$ cat config.mk
export PLATFORM = sky130hd
export DESIGN_NAME = ktint_ram
export DESIGN_NICKNAME = d
export VERILOG_FILES = /design/src/rtl/ktint_ram.sv
export SDC_FILE = /design/constraint.sdc
export NUM_CORES = 2
export LEC_CHECK = 0
export BUFFER_PORTS_ARGS = -buffer_cell sky130_fd_sc_hd__buf_4
export CORE_MARGIN = 3
export CORE_UTILIZATION = 53
export DETAILED_ROUTE_END_ITERATION = 12
export PLACE_DENSITY = 0.69
export SYNTH_ARGS = -nofsm -noshare
export SYNTH_HDL_FRONTEND = slang
export SYNTH_SLANG_ARGS = --single-unit
$ cat constraint.sdc
create_clock -name clk_i -period 4.5 [get_ports clk_i]
set_input_delay 0.675 -clock clk_i [delete_from_list [all_inputs] [get_ports clk_i]]
set_output_delay 0.675 -clock clk_i [all_outputs]
set_load 0.03 [all_outputs]
$ cat src/rtl/ktint_ram.sv
// generic single write port ram with registered read
module ktint_ram #(
  parameter int WIDTH = 32,
  parameter int DEPTH = 64
) (
  input  logic                     clk_i,
  input  logic                     we_i,
  input  logic [$clog2(DEPTH)-1:0] waddr_i,
  input  logic [WIDTH-1:0]         wdata_i,
  input  logic [$clog2(DEPTH)-1:0] raddr_i,
  output logic [WIDTH-1:0]         rdata_o
);

  logic [WIDTH-1:0] mem_q [DEPTH];
  logic [WIDTH-1:0] rdata_q;

  always_ff @(posedge clk_i) begin
    if (we_i) begin
      mem_q[waddr_i] <= wdata_i;
    end
    rdata_q <= mem_q[raddr_i];
  end

  assign rdata_o = rdata_q;

endmodule

==> impl_metrics.json <==
{
  "finish.utilization_pct": 60.8,
  "cts_tree": "built",
  "static-leakage-power_nw": 27.8,
  "cts.sinks": 2080,
  "swShare_pct": 20.9,
  "placement_rows": 140,
  "synth_area_leader_cell": "sky130_fd_sc_hd__edfxtp_1",
  "synth_area_leaders": "sky130_fd_sc_hd__edfxtp_1, sky130_fd_sc_hd__mux4_2, sky130_fd_sc_hd__mux2i_1",
  "gr-usage-all-layers_pct": 25.8,
  "cts_max_level": 4,
  "chipWidth_um": 391,
  "holdWs_ps": 394,
  "status": "finished clean",
  "hold_path_startpoint": "wdata_i[12]",
  "p_comb_share_pct": 5.1,
  "vertical_die_dimension_um": 391,
  "grt_pass1_wl_um": 275000,
  "critical_path.max_fanout": 67,
  "count_leader_synth": "sky130_fd_sc_hd__edfxtp_1",
  "synthDominantCellAreaShare_pct": 78.3,
  "ff2ff_setup_slack_ps": 2080,
  "areaGrowthSynthToFinish_pct": 13.4,
  "effective_utilization_at_floorplan_pct": 53.6,
  "share_seq_of_total_power_pct": 54.4,
  "report.final.setup_viol": 0,
  "clockBufferDepth": 3,
  "routed-via-count": 37024,
  "cp_data_arrival_time_ps": 3780,
  "total_switching_power_mw": 8.29,
  "hold_depth": 1,
  "synth.net_count": 3370,
  "grt_setup_unrepaired": "false",
  "yosysWarningCount": 0,
  "synth_commonest_cells": "sky130_fd_sc_hd__edfxtp_1, sky130_fd_sc_hd__mux4_2, sky130_fd_sc_hd__nor2_1, sky130_fd_sc_hd__mux2i_1, sky130_fd_sc_hd__o22ai_1",
  "synth_edf_count": 2048,
  "maxSlewHeadroom_pct": 24.4,
  "routed_length_per_placed_instance_um": 34.1,
  "path_clk_slew_ps": 60,
  "synth_flop_type": "sky130_fd_sc_hd__edfxtp_1",
  "worstReg2RegEnd": "rdata_o[1]$_DFF_P_",
  "final-hold-violation-count": 0,
  "timing.critical_path.from_type": "input port",
  "flip_flop_and_latch_count_after_synthesis": 2080,
  "design.final.nets": 3623,
  "worst-r2r-cell-count": 4,
  "max_slew.worst_pin.slew_ps": 1130,
  "top_level_ports": 78,
  "postCtsHoldBufs": 0,
  "drtPass1Iterations": 6,
  "design.core.area_um2": 146000,
  "clock_power_share_pct": 40.6,
  "path_class": "in -> reg",
  "postCtsResizedCells": 0,
  "post-route-drc-count": 0,
  "share_of_cells_above_drive_strength_1_pct": 30.0,
  "antenna_found_initial": 13,
  "post-route-min-period_ps": 3130,
  "yosysUniqueCellTypes": 34,
  "detail_routed_via_count_per_cell": 6.53,
  "cts_post_setup_buffers_inserted": 0,
  "class_of_the_most_critical_hold_timing_path": "in -> reg",
  "pin_count_of_the_biggest_net_entering_global_routing": 68,
  "critical_path.endpoint_type": "register",
  "clk-insertion-delay-late_ps": 820,
  "grt_overflow": 0,
  "gpl.final_weighted_congestion": 0.802,
  "synth_area_per_cell_um2": 23.6,
  "dp.final_hpwl_um": 108000,
  "timing.rr.start": "mem_q[30][1]$_DFFE_PP_",
  "io_buffer_count": 77,
  "fmax_ghz": 0.319,
  "postSynth.asyncResetShare_pct": 0,
  "first_global_vias": 37216,
  "ys_seq_area_share_pct": 79.1,
  "drtIter0Drc": 4383,
  "dieArea_um2": 153000,
  "power_density_nw_per_um2": 445,
  "max-cap-violations": 0,
  "internal-power_mw": 31.4,
  "tritoncts.num_buffers": 198,
  "synthesis.area_um2": 78500,
  "ant_nets_after_route": 0,
  "fin_tns_setup_ps": 0,
  "vdd.ir_drop.worst_mv": 0.423,
  "required_ps": 5150,
  "timing.final.crit_share_pct": 69.6,
  "finalMaxSlewViolations": 0,
  "skew_ps": 35.7,
  "min_to": "mem_q[28][12]$_DFFE_PP_",
  "syn-instance-count": 3324,
  "clock-root-buffer": "sky130_fd_sc_hd__clkbuf_16",
  "drt_wl_total_um": 193000
}
[layer usage]
layer  track usage (%)  up-vias  routed length, um
li1                  -    14799                  -
met2              39.0     2063              90200
met1              36.4    19791              73800
met4              10.7       10               8660
met3              6.53      361              20500
met5                 0        -                 65
[through the flow]
stage | instances | power (mW) | setup WS (ps) | area [um^2]
floorplan | 3324 | 23.0 | 665 | 78500
global placement | 5294 | 24.0 | 536 | 82700
detailed placement | 5294 | 24.0 | 536 | 82700
CTS | 5665 | 39.9 | 1410 | 89000
global route | 5667 | 40.8 | 1370 | 89000
finish | 5668 | 39.6 | 1370 | 89000
[layout make-up]
cell class | count | area (um^2)
sequential | 2080 | 62100
fill | 9867 | 57400
multi-input combinational | 1062 | 16000
clock buffer | 261 | 5420
tap | 1917 | 2400
timing repair buffer | 235 | 2200
clock inverter | 110 | 880
antenna | 3 | 7.51
[critical path, cell delays in order]
cell and delay, ps:
sky130_fd_sc_hd__buf_8 470, sky130_fd_sc_hd__buf_12 500, sky130_fd_sc_hd__mux4_2 580, sky130_fd_sc_hd__mux4_2 520, sky130_fd_sc_hd__o22ai_1 780, sky130_fd_sc_hd__nor2_1 120
[logic make-up (layout without fill, tap and decap cells)]
| family | Yosys count | after routing | share of synthesized area, % |
|---|---|---|---|
| DFF | 2080 | 2080 | 79.1 |
| muxes | 637 | 637 | 16.8 |
| and+or+nand+nor | 223 | 223 | 1.27 |
| AOI/OAI and AO/OA | 202 | 202 | 1.67 |
| buffers and inverters | 182 | 606 | 1.13 |
| other | 0 | 3 | 0 |
[flip-flops by register name, summed over array words and instances, names as in the netlist]
| register | cells |
|---|---|
| rdata_o | 32 |
| mem_q | 2048 |
[layout by cell type, fill, tap and decap left out, types with 33 or more instances in the layout]
cell type                      n
sky130_fd_sc_hd__mux4_2      544
sky130_fd_sc_hd__clkbuf_16   203
sky130_fd_sc_hd__o22ai_1      84
sky130_fd_sc_hd__buf_12       33
sky130_fd_sc_hd__clkbuf_1     46
sky130_fd_sc_hd__mux2i_1      93
sky130_fd_sc_hd__clkinv_1     49
sky130_fd_sc_hd__nor2_4       62
sky130_fd_sc_hd__buf_4       198
sky130_fd_sc_hd__edfxtp_1   2048
sky130_fd_sc_hd__a21oi_1      62
sky130_fd_sc_hd__nor2_1       75
sky130_fd_sc_hd__clkinv_2     35
[worst max path at each step]
stage	start	end	slack, ps	cells after the start
after CTS	raddr_i[0]	rdata_o[1]$_DFF_P_	1410	6
after floorplan	waddr_i[3]	mem_q[48][0]$_DFFE_PP_	670	4
after detailed placement	raddr_i[0]	rdata_o[1]$_DFF_P_	540	6
final	raddr_i[0]	rdata_o[1]$_DFF_P_	1370	6
after global routing	raddr_i[0]	rdata_o[1]$_DFF_P_	1370	6
after global placement	raddr_i[0]	rdata_o[1]$_DFF_P_	540	6
[power by group through the flow]
stage                     logic, mW  clock network [mW]  registers, mW
after floorplan                1.04                   0           22.0
after global placement         1.99                   0           22.0
after detailed placement       2.02                   0           22.0
after CTS                      2.03                16.3           21.6
after global routing           2.12                17.1           21.6
final                          2.01                16.1           21.6
No activity file was read; power rests on OpenSTA's default activity.
