==> src/rtl/ktint_pkg.sv <==
// shared constants and types for the keyframe track interpolator
package ktint_pkg;

  parameter int MAX_KEYS_DEF   = 64;
  parameter int COMP_WIDTH_DEF = 32;

  // internal component width and shared multiplier operand width
  parameter int CALC_W = 34;
  parameter int MUL_W  = 33;

  parameter int PADDR_W     = 3;
  parameter int REG_SEL_BIT = 2;

  parameter logic OP_LOAD   = 1'b0;
  parameter logic OP_SAMPLE = 1'b1;

  parameter logic REG_KEY_COUNT   = 1'b0;
  parameter logic REG_INTERP_MODE = 1'b1;

  parameter logic MODE_VECTOR = 1'b0;
  parameter logic MODE_QUAT   = 1'b1;

  parameter logic [6:0]  KEY_COUNT_RST = 7'd1;
  parameter logic [16:0] ONE_Q16       = 17'd65536;

  parameter logic [5:0] SQRT_STEPS = 6'd32;
  parameter logic [5:0] DIV_STEPS  = 6'd17;

  typedef struct packed {
    logic start;
    logic op_sqrt;
  } dsu_req_t;

  typedef struct packed {
    logic        done;
    logic [31:0] result;
  } dsu_rsp_t;

endpackage

==> src/rtl/ktint_divsqrt.sv <==
// shared iterative unit: restoring divide (17 quotient bits) or 64-bit integer square root
module ktint_divsqrt (
  input  logic                clk_i,
  input  logic                rst_ni,
  input  ktint_pkg::dsu_req_t req_i,
  input  logic [63:0]         opa_i,
  input  logic [31:0]         opb_i,
  output ktint_pkg::dsu_rsp_t rsp_o
);

  logic        busy_q;
  logic        done_q;
  logic [5:0]  cnt_q;
  logic        sqrt_q;
  logic [35:0] rem_q;
  logic [63:0] sh_q;
  logic [31:0] res_q;
  logic [31:0] den_q;

  logic [35:0] cand;
  logic [35:0] trial;
  logic [35:0] diff;
  logic        ge;

  // one shared compare and subtract per step
  always_comb begin
    if (sqrt_q) begin
      cand  = {rem_q[33:0], sh_q[63:62]};
      trial = {2'b00, res_q, 2'b01};
    end else begin
      cand  = {rem_q[34:0], sh_q[63]};
      trial = {4'b0000, den_q};
    end
    ge   = (cand >= trial);
    diff = cand - trial;
  end

  always_ff @(posedge clk_i or negedge rst_ni) begin
    if (!rst_ni) begin
      busy_q <= 1'b0;
      done_q <= 1'b0;
      cnt_q  <= '0;
    end else begin
      done_q <= 1'b0;
      if (req_i.start) begin
        busy_q <= 1'b1;
        cnt_q  <= req_i.op_sqrt ? ktint_pkg::SQRT_STEPS : ktint_pkg::DIV_STEPS;
      end else if (busy_q) begin
        cnt_q <= cnt_q - 6'd1;
        if (cnt_q == 6'd1) begin
          busy_q <= 1'b0;
          done_q <= 1'b1;
        end
      end
    end
  end

  always_ff @(posedge clk_i) begin
    if (req_i.start) begin
      sqrt_q <= req_i.op_sqrt;
      den_q  <= opb_i;
      res_q  <= '0;
      if (req_i.op_sqrt) begin
        rem_q <= '0;
        sh_q  <= opa_i;
      end else begin
        // quotient fits 17 bits, so the upper numerator bits start below the divisor
        rem_q <= 36'(opa_i[47:17]);
        sh_q  <= {opa_i[16:0], 47'd0};
      end
    end else if (busy_q) begin
      rem_q <= ge ? diff : cand;
      res_q <= {res_q[30:0], ge};
      sh_q  <= sqrt_q ? {sh_q[61:0], 2'b00} : {sh_q[62:0], 1'b0};
    end
  end

  assign rsp_o.done   = done_q;
  assign rsp_o.result = res_q;

endmodule

==> config.mk <==
export PLATFORM = sky130hd
export DESIGN_NAME = ktint_divsqrt
export DESIGN_NICKNAME = d
export VERILOG_FILES = /design/src/rtl/ktint_pkg.sv /design/src/rtl/ktint_divsqrt.sv
export SDC_FILE = /design/constraint.sdc
export NUM_CORES = 1
export LEC_CHECK = 0
export CORE_ASPECT_RATIO = 0.7
export CORE_MARGIN = 3
export CORE_UTILIZATION = 46
export DETAILED_ROUTE_END_ITERATION = 12
export DONT_BUFFER_PORTS = 1
export GPL_TIMING_DRIVEN = 0
export SLEW_MARGIN = 5
export SYNTH_ARGS = -nofsm -noshare
export SYNTH_HDL_FRONTEND = slang
export SYNTH_SLANG_ARGS = --single-unit
export TNS_END_PERCENT = 30
==> constraint.sdc <==
create_clock -name clk_i -period 6 [get_ports clk_i]
set_clock_uncertainty 0.05 [all_clocks]
set_input_delay 0.6 -clock clk_i [delete_from_list [all_inputs] [get_ports clk_i]]
set_output_delay 0.6 -clock clk_i [all_outputs]
set_load 0.1 [all_outputs]
==> results.yml, run 1 <==
yosys:
  seq_area_frac_synth: 0.464
  synthFlopType: "edfxtp_1"
  synth_edf_count: 132
  yosysUniqueCellTypes: 62
  synthArstFlopShare: 0.0465
  syn_inst: 986
  ys_ff_latch: 172
  avgSynthCellArea_um2: 10.5
  syn_nets: 1123
  synth_warnings: 0
  syn_area_um2: 10400
global_route:
  grt_pass1_wl_um: 43600
  grt_max_degree: 56
  grt_use_total: 0.234
  grt_overflow: 0
  grt_pass1_vias: 7467
  antenna_found_initial: 1
route:
  routedWlPerCell_um: 21.7
  viasPerCell: 5.89
  num_vias: 7669
  route.antenna.remaining_nets: 0
  first_iter_violations: 628
  drc_errors: 0
  routed_wl_um: 28200
  dr.pass1.iters: 5
setup_path:
  start_kind: "flop"
  critPathMaxFanout: 10
  rrSetupSlack_ps: 520
  r2r_start: "sqrt_q$_DFFE_PP_"
  r2r-end: "rem_q[15]$_DFFE_PP_"
  worstSetupEndpointType: "flop"
  required_ps: 6160
  rr_worst_depth: 14
  arrival_ps: 5640
  path_class: "reg2reg"
sta:
  relSlewSlack: 0.218
  period_needed_ps: 5480
  fmax_mhz: 182
  rsz0062_at_grt: "false"
  finalCritPeriodShare: 0.914
  hold_violations: 0
  worstMarginPinSlew_ps: 1170
  finalSetupViolations: 0
  finalHoldWorstSlack_ps: 192
  slew_violations: 0
  finalSetupTns_ps: 0
cts:
  cts_buffers: 17
  cts_root_buffer: "clkbuf_16"
  clkSinkCount: 172
  clk_pin_slew_worst_paths_ps: 80
  clock_latency_ps: 450
  cts_tree: "yes"
  clock_path_buffers: 2
  ctsResizeCount: 0
  htreeDepth: 4
flow_run:
  maxCapViolCount: 0
worst_hold_path:
  worst_hold_startpoint: "opb_i[22]"
  hold_path.class: "in2reg"
  worstHoldEndpoint: "den_q[22]$_DFFE_PP_"
  hold_depth: 0
layout:
  fin_util: 0.517
  area_delta_synth_final_pct: 9.27
  antennaDiodeCount: 0
  drive_gt1_frac: 0.0912
  nets: 1144
placed_design:
  dpl.hpwl_um: 21300
  gp_congestion: 0.883
  port_buffers: 0
floorplan:
  initial_utilization: 0.473
  rows: 45
  io_pins: 133
  die_y_um: 132
  die_w_um: 185
  fp.coreArea_um2: 21900
  dieArea_um2: 24400
power_and_ir_drop:
  peakVddDrop_uv: 291
  power_density_nw_per_um2: 485
  leakage_uw: 0.00471
run_status:
  outcome: "completed"
[cells in the mapped netlist (all sizes together), types with 3 or more instances]
| cell | n | area share |
|---|---|---|
| and2 | 4 | 0.0024 |
| and3 | 7 | 0.0042 |
| edfxtp | 132 | 0.38 |
| nand2 | 100 | 0.036 |
| o21bai | 4 | 0.0029 |
| xnor2 | 18 | 0.015 |
| clkbuf | 42 | 0.015 |
| inv | 17 | 0.0062 |
| nand3 | 14 | 0.0068 |
| a211oi | 24 | 0.018 |
| o21ai | 86 | 0.042 |
| nand4 | 6 | 0.0036 |
| mux2 | 33 | 0.036 |
| xor2 | 8 | 0.0068 |
| ha | 36 | 0.043 |
| mux2i | 142 | 0.14 |
| buf | 23 | 0.012 |
| a32o | 3 | 0.0029 |
| nor4 | 5 | 0.0030 |
| o211ai | 7 | 0.0051 |
| a311oi | 3 | 0.0031 |
| dfrtp | 8 | 0.019 |
| a31oi | 7 | 0.0057 |
| or3 | 3 | 0.0018 |
| a21oi | 62 | 0.030 |
| a22oi | 3 | 0.0022 |
| a21o | 24 | 0.017 |
| and4 | 6 | 0.0051 |
| nor2 | 61 | 0.022 |
| dfxtp | 32 | 0.062 |
| nor3 | 11 | 0.0063 |
| nor2b | 20 | 0.012 |
| a21boi | 5 | 0.0036 |
| o31ai | 7 | 0.0082 |
[layout by cell type (no fill, tap or decap), drive strengths merged, types with 8 or more instances in the layout]
cell type  netlist  layout
mux2i          142     142
edfxtp         132     132
nand2          100     100
o21ai           86      86
a21oi           62      62
nor2            61      61
clkbuf          42      59
ha              36      36
mux2            33      33
dfxtp           32      32
inv             17      28
a21o            24      24
a211oi          24      24
buf             23      24
nor2b           20      20
xnor2           18      18
nand3           14      14
nor3            11      11
xor2             8       8
dfrtp            8       8
[worst max-delay path by stage]
stage	startpoint	end	slack (ps)	cells past startpoint
after CTS	sqrt_q$_DFFE_PP_	rem_q[15]$_DFFE_PP_	530	14
after global routing	sqrt_q$_DFFE_PP_	rem_q[30]$_DFFE_PP_	210	14
after detailed placement	sqrt_q$_DFFE_PP_	rem_q[15]$_DFFE_PP_	550	14
after global placement	req_i[1]	sh_q[23]$_DFFE_PP_	170	5
final	sqrt_q$_DFFE_PP_	rem_q[15]$_DFFE_PP_	520	14
after floorplan	sqrt_q$_DFFE_PP_	rem_q[10]$_DFFE_PP_	1850	16
[stage by stage]
| stage | instances | total power (µW) | setup WS [ps] | area (µm²) |
|---|---|---|---|---|
| after floorplan | 986 | 3750 | 1850 | 10400 |
| after global placement | 1268 | 4340 | 173 | 10700 |
| after detailed placement | 1269 | 4360 | 548 | 10700 |
| after CTS | 1302 | 5480 | 534 | 11300 |
| after global routing | 1302 | 5850 | 206 | 11300 |
| final | 1302 | 5490 | 515 | 11300 |
[cells by family (layout without fill, tap and decap cells)]
family / count (synthesis) / count (layout) / synth area share
buf+inv: 82 / 116 / 0.0337
fa+ha+maj: 37 / 37 / 0.0454
mux: 175 / 175 / 0.173
compound gates: 249 / 249 / 0.152
xor+xnor: 26 / 26 / 0.0220
flops: 172 / 172 / 0.464
simple gates: 245 / 245 / 0.110
[final cells by class]
class / instances / area, µm²
Clock buffer: 17 / 425
Fill cell: 2000 / 10600
Tap cell: 282 / 353
Clock inverter: 15 / 141
Timing Repair Buffer: 2 / 37.5
Inverter: 17 / 66.3
Sequential cell: 172 / 4800
Buffer: 65 / 285
Multi-Input combinational cell: 732 / 5200
[where the power goes]
part	switching, µW	total, µW	internal (µW)
Sequential	179	1770	1590
Clock	554	1110	554
Combinational	1530	2610	1090
Total	2260	5490	3230
[routing by layer]
layer	vias to the layer above	part of all wire	global-route usage
met4	2	0.010	0.0466
met1	3709	0.48	0.350
met5	-	0.00025	0
li1	3718	-	-
met3	27	0.076	0.0647
met2	213	0.44	0.341
[flip-flops by register name, summed over array words and instances (netlist names)]
name and flops:
rem_q 35, cnt_q 6, sh_q 64, res_q 32
done_q 1, den_q 32, sqrt_q 1, busy_q 1
[critical path, cell delays in order, from the launching register on]
cell	delay [ps]
edfxtp_1	400
buf_1	510
clkbuf_1	570
buf_1	750
mux2i_1	310
ha_1	360
a21oi_1	200
o21ai_1	100
or4_4	500
a31oi_4	250
nand4bb_1	260
a21oi_1	250
buf_2	310
nor2_1	170
a21o_1	230
[what timing repair did]
| item | 4_1_cts | 5_1_grt |
|---|---|---|
| buffers inserted | 0 | 0 |
| hold endpoints to repair | 8 | 0 |
| hold buffers | 1 | 0 |
Power figures use the tool's default switching activity.
==> run 2, diff against run 1 <==
--- a/config.mk
+++ b/config.mk
@@ -6,7 +6,7 @@
 export NUM_CORES = 1
 export LEC_CHECK = 0
 export CORE_ASPECT_RATIO = 0.7
-export CORE_MARGIN = 3
+export CORE_MARGIN = 4
 export CORE_UTILIZATION = 46
 export DETAILED_ROUTE_END_ITERATION = 12
 export DONT_BUFFER_PORTS = 1
==> results.yml, run 2 (synthesis gave the netlist of run 1 again) <==
placed_design:
  dpl.hpwl_um: 21300
  pre_cts_ws_ps: 622
  port_buffers: 0
  gp_congestion: 0.855
layout:
  area_delta_synth_final_pct: 9.30
  fin_util: 0.517
  top_register: "sh_q"
  final_cell_mix: "mux2i_1, edfxtp_1, nand2_1"
  final_common_cell: "mux2i_1"
  nets: 1144
  largest_register_ffs: 64
  drive_gt1_frac: 0.0912
  reg_top3: "sh_q (64), rem_q (35)"
setup_path:
  path_class: "reg2reg"
  rr_worst_depth: 14
  critPathMaxFanout: 10
  worstSetupEndpointType: "flop"
  start_kind: "flop"
  arrival_ps: 5610
  r2r-end: "rem_q[15]$_DFFE_PP_"
  rrSetupSlack_ps: 550
  r2r_start: "sqrt_q$_DFFE_PP_"
  required_ps: 6150
power_and_ir_drop:
  peakVddDrop_uv: 295
  power_density_nw_per_um2: 483
  leakage_uw: 0.00470
route:
  route.antenna.remaining_nets: 0
  viasPerCell: 5.89
  num_vias: 7679
  first_iter_violations: 685
  dr.pass1.iters: 5
  drc_errors: 0
  routed_wl_um: 28300
  routedWlPerCell_um: 21.8
sta:
  hold_violations: 0
  finalCritPeriodShare: 0.909
  finalHoldWorstSlack_ps: 200
  rsz0062_at_grt: "false"
  finalSetupTns_ps: 0
  slew_violations: 0
  fin_ws_ps: 545
  worstMarginPinSlew_ps: 1170
  period_needed_ps: 5450
  fmax_mhz: 183
  finalSetupViolations: 0
  relSlewSlack: 0.217
cts:
  cts_tree: "yes"
  clk_pin_slew_worst_paths_ps: 80
  clkSinkCount: 172
  cts_setup_buffers: 0
  ctsResizeCount: 0
  clock_latency_ps: 450
  clock_path_buffers: 2
  htreeDepth: 4
  cts_root_buffer: "clkbuf_16"
  cts_buffers: 17
global_route:
  grt_max_degree: 62
  grt_pass1_vias: 7519
  grt_pass1_wl_um: 43600
  antenna_found_initial: 3
  grt_use_total: 0.224
  grt_overflow: 0
run_status:
  outcome: "completed"
floorplan:
  initial_utilization: 0.473
  io_pins: 133
  dieArea_um2: 25000
  die_w_um: 187
  fp.coreArea_um2: 21900
  rows: 45
  die_y_um: 134
worst_hold_path:
  hold_path.class: "in2reg"
  worstHoldEndpoint: "den_q[18]$_DFFE_PP_"
  hold_depth: 0
  worst_hold_startpoint: "opb_i[18]"
flow_run:
  maxCapViolCount: 0
[run 2: cell count changes in the layout (fill, tap and decap cells not counted)]
cell,change
inv_8,-1
inv_6,-1
diode_2,+1
clkinv_4,+3
clkinv_2,-1
[run 2: area by class of cell]
cell class / count / area (µm²)
fillers: 1991 / 10600
multi-input cells: 732 / 5200
flip-flops and latches: 172 / 4800
clock buffers: 17 / 425
well taps: 282 / 353
plain buffers: 65 / 285
clock inverters: 15 / 143
inverters: 17 / 66.3
repair buffers: 2 / 37.5
diodes: 1 / 2.50
[run 2: what timing repair did]
item                                    in CTS  in global routing
hold endpoints to repair                     8                  0
hold buffers                                 1                  0
endpoints found under the setup margin       0                  0
[run 2: worst max path at each step]
stage,slack [ps],depth (start not counted),end,start
final,550,14,rem_q[15]$_DFFE_PP_,sqrt_q$_DFFE_PP_
after global routing,210,14,rem_q[31]$_SDFFCE_PP0P_,sqrt_q$_DFFE_PP_
after CTS,610,15,rem_q[15]$_DFFE_PP_,sqrt_q$_DFFE_PP_
after detailed placement,620,15,rem_q[15]$_DFFE_PP_,sqrt_q$_DFFE_PP_
after global placement,150,5,rem_q[6]$_DFFE_PP_,req_i[1]
after floorplan,1850,16,rem_q[10]$_DFFE_PP_,sqrt_q$_DFFE_PP_
[run 2: routing by layer]
metal  part of all wire  up-vias  GRT usage
met1               0.48     3707      0.327
met2               0.43      227      0.334
li1                   -     3721          -
met5            0.00049        -          0
met4             0.0080        4     0.0369
met3              0.079       20     0.0705
[run 2: where the power goes]
group          leakage (µW)  total [µW]  internal, µW  switching [µW]
combinational       0.00264        2600          1090            1520
clock              0.000279        1100           553             544
sequential          0.00179        1770          1590             180
total               0.00470        5470          3230            2240
[run 2: worst max-delay path, cell delays in order (launching register included)]
cell,delay (ps)
edfxtp_1,400
buf_1,550
clkbuf_1,570
buf_1,760
mux2i_1,310
ha_1,360
a21oi_1,180
o21ai_1,100
or4_4,500
a31oi_4,250
nand4bb_1,260
a21oi_1,230
buf_2,310
nor2_1,150
a21o_1,220
[run 2: per-stage QoR]
stage	cell area, µm²	instances	total power, µW
after detailed placement	10700	1269	4360
after global placement	10700	1268	4340
after CTS	11300	1302	5460
after global routing	11300	1303	5820
after floorplan	10400	986	3750
final	11300	1303	5470
==> run 3, diff against run 2 <==
--- a/config.mk
+++ b/config.mk
@@ -8,6 +8,7 @@
 export CORE_ASPECT_RATIO = 0.7
 export CORE_MARGIN = 4
 export CORE_UTILIZATION = 46
+export CTS_BUF_LIST = sky130_fd_sc_hd__clkbuf_4
 export DETAILED_ROUTE_END_ITERATION = 12
 export DONT_BUFFER_PORTS = 1
 export GPL_TIMING_DRIVEN = 0
==> results.yml, run 3 (synthesis gave the netlist of run 1 again) <==
setup_path:
  worstSetupEndpointType: "flop"
  path_class: "reg2reg"
  critPathMaxFanout: 10
  required_ps: 6350
  arrival_ps: 5830
  start_kind: "flop"
route:
  first_iter_violations: 697
  drc_errors: 0
  wirelength_met1_um: 13700
  highest_layer: "met4"
  route.met3.wl_um: 2120
  routedWlPerCell_um: 21.4
  viasPerCell: 5.85
  dr.pass1.iters: 5
  wl_met2_um: 12500
  num_vias: 7807
  route.antenna.remaining_nets: 0
  routed_wl_um: 28600
global_route:
  grt_pass1_vias: 7517
  grt_overflow: 0
  grt_use_total: 0.223
  grt_pass1_wl_um: 43300
  antenna_found_initial: 0
  grt_max_degree: 62
placed_design:
  port_buffers: 0
  gp_congestion: 0.855
  dpl.hpwl_um: 21300
  placed_cell_area_um2: 10700
floorplan:
  die_y_um: 134
  io_pins: 133
  initial_utilization: 0.473
  die_w_um: 187
  fp.coreArea_um2: 21900
  dieArea_um2: 25000
  rows: 45
cts:
  clk_pin_slew_worst_paths_ps: 170
  cts_setup_buffers: 0
  htreeDepth: 4
  clkSinkCount: 172
  clock_path_buffers: 2
  cts_root_buffer: "clkbuf_4"
  cts_tree: "yes"
  clock_latency_ps: 630
  cts_buffers: 17
layout:
  final.fill_count: 2004
  area_delta_synth_final_pct: 9.59
  largest_register_ffs: 64
  antennaDiodeCount: 0
  multi_input_area_um2: 5200
  reg_top3: "sh_q (64), rem_q (35)"
  drive_gt1_frac: 0.0883
  final_common_cell: "mux2i_1"
  nets: 1177
  finalInstanceArea_um2: 11300
  top_register: "sh_q"
  final_cell_mix: "mux2i_1, edfxtp_1, nand2_1"
  regArea_um2: 4800
sta:
  finalHoldWorstSlack_ps: 49.8
  finalSetupViolations: 0
  worstMarginPinSlew_ps: 1170
  finalSetupTns_ps: 0
  finalCritPeriodShare: 0.913
  period_needed_ps: 5480
  hold_violations: 0
  rsz0062_at_grt: "false"
  relSlewSlack: 0.217
  slew_violations: 0
  fmax_mhz: 182
power_and_ir_drop:
  p_sw_frac: 0.433
  p_clk_frac: 0.133
  switchingPower_uw: 2190
  peakVddDrop_uv: 244
  leakage_uw: 0.00471
  combPwrFrac: 0.518
  power_density_nw_per_um2: 446
  internal_power_uw: 2870
  p_seq_frac: 0.349
worst_hold_path:
  hold_path.class: "in2reg"
run_status:
  outcome: "completed"
flow_run:
  maxCapViolCount: 0
-- run 3: what timing repair did --
item / in CTS / in global routing
hold buffers: 7 / 27
gates resized for setup: 0 / 0
endpoints found under the hold margin: 14 / 27
-- run 3: stage by stage --
step / setup WS [ps] / total power [µW] / instances / utilization
finish: 520 / 5060 / 1335 / 0.518
global route: 174 / 5410 / 1335 / 0.518
CTS: 624 / 5030 / 1308 / 0.506
detailed placement: 622 / 4360 / 1269 / 0.490
global placement: 155 / 4340 / 1268 / 0.489
floorplan: 1850 / 3750 / 986 / -
-- run 3: worst paths after layout --
check / from / cells past startpoint / to / slack, ps
setup reg to reg: sqrt_q$_DFFE_PP_ / 14 / rem_q[15]$_DFFE_PP_ / 520
max in group asynchronous: rst_ni / 1 / cnt_q[1]$_DFFE_PN0P_ / 5350
hold reg to reg: cnt_q[1]$_DFFE_PN0P_ / 2 / cnt_q[1]$_DFFE_PN0P_ / 520
setup / recovery: sqrt_q$_DFFE_PP_ / 14 / rem_q[15]$_DFFE_PP_ / 520
hold / removal: req_i[1] / 0 / den_q[9]$_DFFE_PP_ / 50
min in group asynchronous: rst_ni / 1 / cnt_q[3]$_DFFE_PN0P_ / 270
-- run 3: layout make-up --
type / count / share of cell area
clock inverters: 15 / 0.0126
multi-input cells: 732 / 0.458
plain buffers: 65 / 0.0251
flip-flops and latches: 172 / 0.423
well taps: 282 / 0.0311
clock buffers: 17 / 0.0112
inverters: 17 / 0.00584
repair buffers: 35 / 0.0324
-- run 3: power groups by stage --
stage	clock network, µW	logic (µW)	registers [µW]
after global placement	0	2550	1790
after detailed placement	0	2570	1780
after CTS	686	2590	1760
after floorplan	0	2010	1740
final	675	2620	1760
after global routing	733	2890	1790
-- run 3: critical path: stages (launching register included) --
cell and delay [ps]:
edfxtp_1 420, buf_1 550, clkbuf_1 580, buf_1 770, mux2i_1 300, ha_1 360, a21oi_1 180, o21ai_1 100
or4_4 500, a31oi_4 260, nand4bb_1 270, a21oi_1 240, buf_2 310, nor2_1 160, a21o_1 210
-- run 3: per-layer routing --
metal,vias to the layer above,track usage
met5,-,0
met4,0,0.0411
met3,22,0.0694
met2,234,0.331
met1,3770,0.326
li1,3781,-
